$ cat src/rtl/core/assert_macros.svh
// assertion helpers used by sha256_digest_out
`ifndef ASSERT_MACROS_SVH
`define ASSERT_MACROS_SVH

`ifndef SYNTHESIS

// same-cycle implication, held off during reset
`define SHA_ASSERT_IMP(lbl, clk, rstn, ante, cons) \
    lbl: assert property (@(posedge clk) disable iff (!rstn) (ante) |-> (cons)) \
        else $error("assertion failed");

// next-cycle implication, held off during reset
`define SHA_ASSERT_NXT(lbl, clk, rstn, ante, cons) \
    lbl: assert property (@(posedge clk) disable iff (!rstn) (ante) |=> (cons)) \
        else $error("assertion failed");

`else

`define SHA_ASSERT_IMP(lbl, clk, rstn, ante, cons)
`define SHA_ASSERT_NXT(lbl, clk, rstn, ante, cons)

`endif

`endif

$ cat src/rtl/core/sha256_pkg.sv
`default_nettype none

package sha256_pkg;

    typedef logic [31:0] word_t;
    typedef logic [7:0][31:0] hash_t;

    // schedule window taps used by one round
    typedef struct packed {
        word_t w0;
        word_t w1;
        word_t w9;
        word_t w14;
    } sched_taps_t;

    typedef enum logic [2:0] {
        ST_IDLE,
        ST_PAD,
        ST_LEN,
        ST_ROUND,
        ST_ADD,
        ST_DONE
    } state_t;

    localparam logic CMD_APPEND = 1'b0;
    localparam logic CMD_FINISH = 1'b1;

    localparam logic [7:0] PAD_BYTE  = 8'h80;
    localparam logic [5:0] LAST_POS  = 6'd63;
    localparam logic [5:0] PRE_LEN   = 6'd55;
    localparam logic [5:0] LAST_RND  = 6'd63;
    localparam logic [2:0] LAST_WORD = 3'd7;

    // element 0 is word a
    localparam hash_t H_INIT = {
        32'h5be0cd19, 32'h1f83d9ab, 32'h9b05688c, 32'h510e527f,
        32'ha54ff53a, 32'h3c6ef372, 32'hbb67ae85, 32'h6a09e667
    };

    function automatic word_t round_k(input logic [5:0] idx);
        word_t k;
        case (idx)
            6'd0:  k = 32'h428a2f98;  6'd1:  k = 32'h71374491;
            6'd2:  k = 32'hb5c0fbcf;  6'd3:  k = 32'he9b5dba5;
            6'd4:  k = 32'h3956c25b;  6'd5:  k = 32'h59f111f1;
            6'd6:  k = 32'h923f82a4;  6'd7:  k = 32'hab1c5ed5;
            6'd8:  k = 32'hd807aa98;  6'd9:  k = 32'h12835b01;
            6'd10: k = 32'h243185be;  6'd11: k = 32'h550c7dc3;
            6'd12: k = 32'h72be5d74;  6'd13: k = 32'h80deb1fe;
            6'd14: k = 32'h9bdc06a7;  6'd15: k = 32'hc19bf174;
            6'd16: k = 32'he49b69c1;  6'd17: k = 32'hefbe4786;
            6'd18: k = 32'h0fc19dc6;  6'd19: k = 32'h240ca1cc;
            6'd20: k = 32'h2de92c6f;  6'd21: k = 32'h4a7484aa;
            6'd22: k = 32'h5cb0a9dc;  6'd23: k = 32'h76f988da;
            6'd24: k = 32'h983e5152;  6'd25: k = 32'ha831c66d;
            6'd26: k = 32'hb00327c8;  6'd27: k = 32'hbf597fc7;
            6'd28: k = 32'hc6e00bf3;  6'd29: k = 32'hd5a79147;
            6'd30: k = 32'h06ca6351;  6'd31: k = 32'h14292967;
            6'd32: k = 32'h27b70a85;  6'd33: k = 32'h2e1b2138;
            6'd34: k = 32'h4d2c6dfc;  6'd35: k = 32'h53380d13;
            6'd36: k = 32'h650a7354;  6'd37: k = 32'h766a0abb;
            6'd38: k = 32'h81c2c92e;  6'd39: k = 32'h92722c85;
            6'd40: k = 32'ha2bfe8a1;  6'd41: k = 32'ha81a664b;
            6'd42: k = 32'hc24b8b70;  6'd43: k = 32'hc76c51a3;
            6'd44: k = 32'hd192e819;  6'd45: k = 32'hd6990624;
            6'd46: k = 32'hf40e3585;  6'd47: k = 32'h106aa070;
            6'd48: k = 32'h19a4c116;  6'd49: k = 32'h1e376c08;
            6'd50: k = 32'h2748774c;  6'd51: k = 32'h34b0bcb5;
            6'd52: k = 32'h391c0cb3;  6'd53: k = 32'h4ed8aa4a;
            6'd54: k = 32'h5b9cca4f;  6'd55: k = 32'h682e6ff3;
            6'd56: k = 32'h748f82ee;  6'd57: k = 32'h78a5636f;
            6'd58: k = 32'h84c87814;  6'd59: k = 32'h8cc70208;
            6'd60: k = 32'h90befffa;  6'd61: k = 32'ha4506ceb;
            6'd62: k = 32'hbef9a3f7;  6'd63: k = 32'hc67178f2;
            default: k = 32'h0;
        endcase
        return k;
    endfunction

    function automatic word_t rotr(input word_t x, input int unsigned n);
        return (x >> n) | (x << (32 - n));
    endfunction

endpackage

`default_nettype wire

$ cat src/rtl/core/sha256_message_hasher.sv
`default_nettype none
// SHA-256 over a byte stream.
// Input channel (in_valid / in_stall): each beat carries cmd and data_byte.
//   cmd append adds data_byte to the message; cmd finish pads the message,
//   hashes it and queues the 256-bit digest.
// Output channel (out_valid / out_stall): eight beats per finish, word 0
//   (most significant) first, last_word set on word 7.
// An append beat is taken while in_stall is low. The beat that fills a 64-byte
//   block starts the compression: all 64 rounds on the single round unit, then
//   the hash update, with in_stall high.
// A finish shifts in the padding one byte per cycle, length bytes last, and
//   runs one or two compressions with in_stall high: one when it lands on byte
//   55 of a block or before, two from 56, and it waits while the buffer still
//   drains the previous digest; the first word is valid the cycle after the
//   digest is loaded, then one word per cycle while out_stall is low.
// The output buffer frees the core: the next message may stream in while the
//   digest drains. A second digest waits until the buffer has emptied.
// Reset clears the byte count and loads the initial hash values; no memory
//   clearing is needed.
// A stalled output beat holds its word, index and last flag.

module sha256_message_hasher
    import sha256_pkg::*;
(
    input  wire        clk,
    input  wire        rst_n,
    input  wire        in_valid,
    output logic       in_stall,
    input  wire        cmd,
    input  wire [7:0]  data_byte,
    output logic       out_valid,
    input  wire        out_stall,
    output logic [31:0] digest_word,
    output logic [2:0] word_index,
    output logic       last_word
);

    state_t        state_reg, state_next;
    hash_t         hash_reg, hash_next;
    hash_t         wv_reg, wv_next;
    logic [511:0]  msg_reg, msg_next;
    logic [60:0]   count_reg, count_next;
    logic [5:0]    fill_reg, fill_next;
    logic [63:0]   len_reg, len_next;
    logic [5:0]    rnd_reg, rnd_next;
    logic          fin_reg, fin_next;
    logic          last_reg, last_next;

    logic          accept;
    logic          load;
    logic          out_busy;
    sched_taps_t   taps;
    hash_t         wv_round;
    word_t         w_new;

    assign in_stall = (state_reg != ST_IDLE);
    assign accept   = in_valid && (state_reg == ST_IDLE);

    // fixed taps of the schedule window, word 0 at the top
    assign taps.w0  = msg_reg[511:480];
    assign taps.w1  = msg_reg[479:448];
    assign taps.w9  = msg_reg[223:192];
    assign taps.w14 = msg_reg[63:32];

    sha256_round u_round (
        .wv_in  (wv_reg),
        .taps   (taps),
        .rnd    (rnd_reg),
        .wv_out (wv_round),
        .w_new  (w_new)
    );

    sha256_digest_out u_out (
        .clk         (clk),
        .rst_n       (rst_n),
        .load        (load),
        .digest_in   (hash_reg),
        .busy        (out_busy),
        .out_valid   (out_valid),
        .out_stall   (out_stall),
        .digest_word (digest_word),
        .word_index  (word_index),
        .last_word   (last_word)
    );

    // next state
    always_comb
    begin
        state_next = state_reg;
        case (state_reg)
            ST_IDLE:
            begin
                if (accept)
                begin
                    if (fill_reg == LAST_POS)
                        state_next = ST_ROUND;
                    else if (cmd == CMD_FINISH && fill_reg == PRE_LEN)
                        state_next = ST_LEN;
                    else if (cmd == CMD_FINISH)
                        state_next = ST_PAD;
                end
            end
            ST_PAD:
            begin
                if (fill_reg == LAST_POS)
                    state_next = ST_ROUND;
                else if (fill_reg == PRE_LEN)
                    state_next = ST_LEN;
            end
            ST_LEN:
            begin
                if (fill_reg == LAST_POS)
                    state_next = ST_ROUND;
            end
            ST_ROUND:
            begin
                if (rnd_reg == LAST_RND)
                    state_next = ST_ADD;
            end
            ST_ADD:
            begin
                if (!fin_reg)
                    state_next = ST_IDLE;
                else if (last_reg)
                    state_next = ST_DONE;
                else
                    state_next = ST_PAD;
            end
            ST_DONE:
            begin
                if (!out_busy)
                    state_next = ST_IDLE;
            end
            default:
            begin
                state_next = ST_IDLE;
            end
        endcase
    end

    // datapath updates
    always_comb
    begin
        hash_next  = hash_reg;
        wv_next    = wv_reg;
        msg_next   = msg_reg;
        count_next = count_reg;
        fill_next  = fill_reg;
        len_next   = len_reg;
        rnd_next   = rnd_reg;
        fin_next   = fin_reg;
        last_next  = last_reg;
        load       = 1'b0;
        case (state_reg)
            ST_IDLE:
            begin
                if (accept)
                begin
                    fill_next = fill_reg + 6'd1;
                    if (cmd == CMD_APPEND)
                    begin
                        msg_next   = {msg_reg[503:0], data_byte};
                        count_next = count_reg + 61'd1;
                    end
                    else
                    begin
                        msg_next = {msg_reg[503:0], PAD_BYTE};
                        fin_next = 1'b1;
                        len_next = {count_reg, 3'b000};
                    end
                    if (fill_reg == LAST_POS)
                    begin
                        wv_next  = hash_reg;
                        rnd_next = 6'd0;
                    end
                end
            end
            ST_PAD:
            begin
                msg_next  = {msg_reg[503:0], 8'h00};
                fill_next = fill_reg + 6'd1;
                if (fill_reg == LAST_POS)
                begin
                    wv_next  = hash_reg;
                    rnd_next = 6'd0;
                end
            end
            ST_LEN:
            begin
                msg_next  = {msg_reg[503:0], len_reg[63:56]};
                len_next  = {len_reg[55:0], 8'h00};
                fill_next = fill_reg + 6'd1;
                if (fill_reg == LAST_POS)
                begin
                    wv_next   = hash_reg;
                    rnd_next  = 6'd0;
                    last_next = 1'b1;
                end
            end
            ST_ROUND:
            begin
                wv_next  = wv_round;
                msg_next = {msg_reg[479:0], w_new};
                rnd_next = rnd_reg + 6'd1;
            end
            ST_ADD:
            begin
                for (int j = 0; j < 8; j++)
                begin
                    hash_next[j] = hash_reg[j] + wv_reg[j];
                end
            end
            ST_DONE:
            begin
                if (!out_busy)
                begin
                    load       = 1'b1;
                    hash_next  = H_INIT;
                    count_next = 61'd0;
                    fin_next   = 1'b0;
                    last_next  = 1'b0;
                end
            end
            default:
            begin
                load = 1'b0;
            end
        endcase
    end

    // control state
    always_ff @(posedge clk or negedge rst_n)
    begin
        if (!rst_n)
        begin
            state_reg <= ST_IDLE;
            hash_reg  <= H_INIT;
            count_reg <= 61'd0;
            fill_reg  <= 6'd0;
            rnd_reg   <= 6'd0;
            fin_reg   <= 1'b0;
            last_reg  <= 1'b0;
        end
        else
        begin
            state_reg <= state_next;
            hash_reg  <= hash_next;
            count_reg <= count_next;
            fill_reg  <= fill_next;
            rnd_reg   <= rnd_next;
            fin_reg   <= fin_next;
            last_reg  <= last_next;
        end
    end

    // payload registers
    always_ff @(posedge clk)
    begin
        wv_reg  <= wv_next;
        msg_reg <= msg_next;
        len_reg <= len_next;
    end

endmodule

`default_nettype wire

$ cat src/rtl/core/sha256_round.sv
`default_nettype none

module sha256_round
    import sha256_pkg::*;
(
    input  wire hash_t       wv_in,
    input  wire sched_taps_t taps,
    input  wire [5:0]        rnd,
    output hash_t            wv_out,
    output word_t            w_new
);

    word_t s0, s1, sig0, sig1, ch, maj, t1, t2;

    // next schedule word from the window taps
    always_comb
    begin
        s0    = rotr(taps.w1, 7) ^ rotr(taps.w1, 18) ^ (taps.w1 >> 3);
        s1    = rotr(taps.w14, 17) ^ rotr(taps.w14, 19) ^ (taps.w14 >> 10);
        w_new = s1 + taps.w9 + s0 + taps.w0;
    end

    // one compression round
    always_comb
    begin
        sig1 = rotr(wv_in[4], 6) ^ rotr(wv_in[4], 11) ^ rotr(wv_in[4], 25);
        ch   = (wv_in[4] & wv_in[5]) ^ (~wv_in[4] & wv_in[6]);
        t1   = wv_in[7] + sig1 + ch + round_k(rnd) + taps.w0;
        sig0 = rotr(wv_in[0], 2) ^ rotr(wv_in[0], 13) ^ rotr(wv_in[0], 22);
        maj  = (wv_in[0] & wv_in[1]) ^ (wv_in[0] & wv_in[2]) ^ (wv_in[1] & wv_in[2]);
        t2   = sig0 + maj;
        wv_out[7] = wv_in[6];
        wv_out[6] = wv_in[5];
        wv_out[5] = wv_in[4];
        wv_out[4] = wv_in[3] + t1;
        wv_out[3] = wv_in[2];
        wv_out[2] = wv_in[1];
        wv_out[1] = wv_in[0];
        wv_out[0] = t1 + t2;
    end

endmodule

`default_nettype wire

$ cat src/rtl/core/sha256_digest_out.sv
`default_nettype none
`include "assert_macros.svh"

module sha256_digest_out
    import sha256_pkg::*;
(
    input  wire        clk,
    input  wire        rst_n,
    input  wire        load,
    input  wire hash_t digest_in,
    output logic       busy,
    output logic       out_valid,
    input  wire        out_stall,
    output word_t      digest_word,
    output logic [2:0] word_index,
    output logic       last_word
);

    logic       busy_reg, busy_next;
    logic [2:0] idx_reg, idx_next;
    hash_t      dig_reg, dig_next;
    logic       beat;

    assign beat = busy_reg && !out_stall;

    // beat sequencing
    always_comb
    begin
        busy_next = busy_reg;
        idx_next  = idx_reg;
        dig_next  = dig_reg;
        if (load)
        begin
            busy_next = 1'b1;
            idx_next  = 3'd0;
            dig_next  = digest_in;
        end
        else if (beat)
        begin
            dig_next = {32'd0, dig_reg[7:1]};
            idx_next = idx_reg + 3'd1;
            if (idx_reg == LAST_WORD)
            begin
                busy_next = 1'b0;
            end
        end
    end

    always_ff @(posedge clk or negedge rst_n)
    begin
        if (!rst_n)
        begin
            busy_reg <= 1'b0;
            idx_reg  <= 3'd0;
        end
        else
        begin
            busy_reg <= busy_next;
            idx_reg  <= idx_next;
        end
    end

    always_ff @(posedge clk)
    begin
        dig_reg <= dig_next;
    end

    assign busy        = busy_reg;
    assign out_valid   = busy_reg;
    assign digest_word = dig_reg[0];
    assign word_index  = idx_reg;
    assign last_word   = (idx_reg == LAST_WORD);

    // a new digest only lands in an empty buffer
    `SHA_ASSERT_IMP(a_load_idle, clk, rst_n, load, !busy_reg)
    // a fresh digest starts at word zero
    `SHA_ASSERT_NXT(a_load_start, clk, rst_n, load, busy_reg && idx_reg == 3'd0)
    // the final beat empties the buffer
    `SHA_ASSERT_NXT(a_last_drain, clk, rst_n, beat && idx_reg == LAST_WORD && !load,
                    !busy_reg)

endmodule

`default_nettype wire
$ cat config.mk
export PLATFORM = sky130hd
export DESIGN_NAME = sha256_message_hasher
export DESIGN_NICKNAME = d
export VERILOG_FILES = /design/src/rtl/core/sha256_pkg.sv /design/src/rtl/core/sha256_message_hasher.sv /design/src/rtl/core/sha256_round.sv /design/src/rtl/core/sha256_digest_out.sv
export VERILOG_INCLUDE_DIRS = /design/src /design/src/rtl/core
export SDC_FILE = /design/constraint.sdc
export NUM_CORES = 2
export LEC_CHECK = 0
export BUFFER_PORTS_ARGS = -buffer_cell sky130_fd_sc_hd__buf_2
export CAP_MARGIN = 25
export CORE_ASPECT_RATIO = 1.4
export CORE_MARGIN = 4
export CORE_UTILIZATION = 60
export CTS_BUF_LIST = sky130_fd_sc_hd__clkbuf_8
export DETAILED_ROUTE_END_ITERATION = 7
export PLACE_DENSITY = 0.76
export SLEW_MARGIN = 15
export SYNTH_ARGS = -nofsm -noshare
export SYNTH_HDL_FRONTEND = slang
export SYNTH_HIERARCHICAL = 1
export SYNTH_SLANG_ARGS = --single-unit
export TNS_END_PERCENT = 30
$ cat constraint.sdc
create_clock -name clk -period 30.4 [get_ports clk]
set_input_delay 6.08 -clock clk [delete_from_list [all_inputs] [get_ports clk]]
set_output_delay 6.08 -clock clk [all_outputs]
set_load 0.005 [all_outputs]
==> impl_metrics.toml <==
[final_layout]
final_cell_mix = "nand2_1, edfxtp_1, inv_1"
fin_util = 0.637
area_delta_synth_final_pct = 5.58
largest_register_ff_count = 512
fin_nets = 9528
final_common_cell = "nand2_1"
drive_gt1_frac = 0.109

[timing]
maxSlewHeadroom = 0.192
fmax_mhz = 104
tightest_slew_ns = 1.21
fin_worst_skew_ns = 0.0598
fin_crit_sh = 0.316
drv_slew = 0
setup_violations = 0
rsz0062_at_grt = "no"
fin_setup_tns_ns = 0
hold_viol = 0
fin_crit_ns = 9.60

[logic_synthesis]
synth_edf_count = 1085
ys_seq_area_frac = 0.463
yosys.cell_types.count = 117
syn-num-nets = 9768
synth_area_leaders = "edfxtp_1, nand2_1, dfrtp_1"
syn_inst = 9165
synth_flop_cell = "edfxtp_1"
yosysTopAreaCellShare = 0.366
synth-seq-cells = 1423
yosysWarnings = 6
yosys.area.top_type = "edfxtp_1"
synth_area_um2 = 89100
syn_avg_cell_area_um2 = 9.72
async_flop_share = 0.238

[grt]
grt_max_degree = 195
grt_usage = 0.321
antenna_found_initial = 2
grt_overflow = 0
grt_pass1_wl_mm = 384
grt_pass1_vias = 67600

[drt]
wire_per_inst_um = 22.8
antenna_left = 0
drc = 0
viasPerCell = 6.00
drt_iter0_drc = 6354
dr.pass1.iters = 8
routed_wl_mm = 253
vias = 66400

[worst_setup_path]
reg2reg_from = "rnd_reg[0]$_DFFE_PN0P_"
cp.required_ns = 31.14
critical_path.top_delay_family = "compound AO/OA/AOI/OAI gates"
crit_start = "rnd_reg[0]$_DFFE_PN0P_"
worst-endpoint-arrival_ns = 10.34
r2r_slack_ns = 20.80
endpoint_kind = "register"
r2r_end = "wv_reg[31]$_DFFE_PP_"
slowest_stage = "ha_1"
crit_buf_inv = 4
path_common_cell = "o21ai_0"
critPathMaxStageDelay_ns = 0.76
cp-start-kind = "register"
worstPathMaxFanout = 28
worstSetupPathType = "reg -> reg"
r2r_cells = 31

[floorplanning]
die_x_um = 334
start_util = 0.603
io_pins = 51
rows = 167
core-area_um2 = 148000
die_h_um = 464
dieArea_um2 = 155000

[job]
drv_cap = 0

[cts]
htreeDepth = 4
cts_root_buf = "clkbuf_8"
cts.repair.resized = 0
clkLatencyLatePin_ns = 1.00
cts_sinks = 1423
ctsHoldBuffers = 0
post_cts_buffers = 0
tritoncts = "built"
clockBufferDepth = 3
numCtsBuffers = 217
cts.clk_slew.worst_paths_ns = 0.07

[worst_hold_path]
hold_class = "reg -> reg"
hold_start = "fill_reg[5]$_DFFE_PN0P_"
whs_endpoint = "fill_reg[5]$_DFFE_PN0P_"
worstHoldPathCells = 1

[run_status]
status = "completed"

[place]
io_buffers = 50
globalplace.congestion = 1.00
dpl.hpwl_mm = 176
kinds of logic after synthesis:
| kind of cell | share of synthesized area |
|---|---|
| AOI/OAI and AO/OA | 0.109 |
| xor gates and xnor gates | 0.0627 |
| adders and majority gates | 0.102 |
| buffers and inverters | 0.0554 |
| DFF | 0.463 |
| muxes | 0.0423 |
| and+or+nand+nor | 0.167 |
synthesized netlist by cell type (22+ instances only):
cell and n:
o31ai_1 33, nor2b_1 52, nand3_1 154, ha_1 395
o21bai_1 54, nand2_1 2629, nor3_1 110, o21ai_1 22
dfstp_2 136, nor2_1 363, a31oi_1 44, dfrtp_1 202
and3_1 44, o21a_1 50, or3_1 31, buf_4 225
o211ai_1 33, nand2b_1 43, nand4_1 33, a21oi_1 458
o21ai_0 403, clkbuf_1 317, a21o_1 186, edfxtp_1 1085
mux2_2 304, fa_1 195, inv_1 419, buf_1 34
a211oi_1 51, mux2i_1 23, xnor2_1 380, xor2_1 255
and2_1 54
layer usage:
layer,share of wire,vias up,track usage
li1,-,30800,-
met5,0,-,0
met4,0.097,0,0.268
met2,0.49,2773,0.546
met3,0.058,882,0.0448
met1,0.35,32000,0.356
worst max-delay path by stage:
stage          slack, ns  depth (start not counted)                       to
2_1_floorplan       0.89                          7  fill_reg[5]$_DFFE_PN0P_
6_report           20.80                         31     wv_reg[31]$_DFFE_PP_
5_1_grt            20.27                         31     wv_reg[31]$_DFFE_PP_
3_3_place_gp       20.04                          7    msg_reg[32]$_DFFE_PP_
4_1_cts            20.99                          7    msg_reg[22]$_DFFE_PP_
3_5_place_dp       19.92                          7    msg_reg[50]$_DFFE_PP_
final cells by class:
cell class	instances	area, µm²
Timing Repair Buffer	148	1220
Inverter	422	1600
Sequential cell	1423	41200
Antenna cell	3	7.51
Clock buffer	240	3300
Tap cell	1943	2430
Clock inverter	173	1280
Fill cell	11800	53700
Multi-Input combinational cell	6713	43000
per-stage QoR:
stage / instance area, µm² / hold slack, ns / instances / setup slack (ns)
detailed placement: 89300 / 0.473 / 10600 / 19.92
global route: 94100 / 0.492 / 11100 / 20.27
global placement: 89200 / 0.454 / 10600 / 20.04
floorplan: 89100 / 0.439 / 9165 / 0.885
CTS: 93900 / 0.483 / 11100 / 20.99
finish: 94100 / 0.481 / 11100 / 20.80
Power is not shown: default switching activity piles up to over one toggle a cycle in this logic, so the estimate is an artifact.
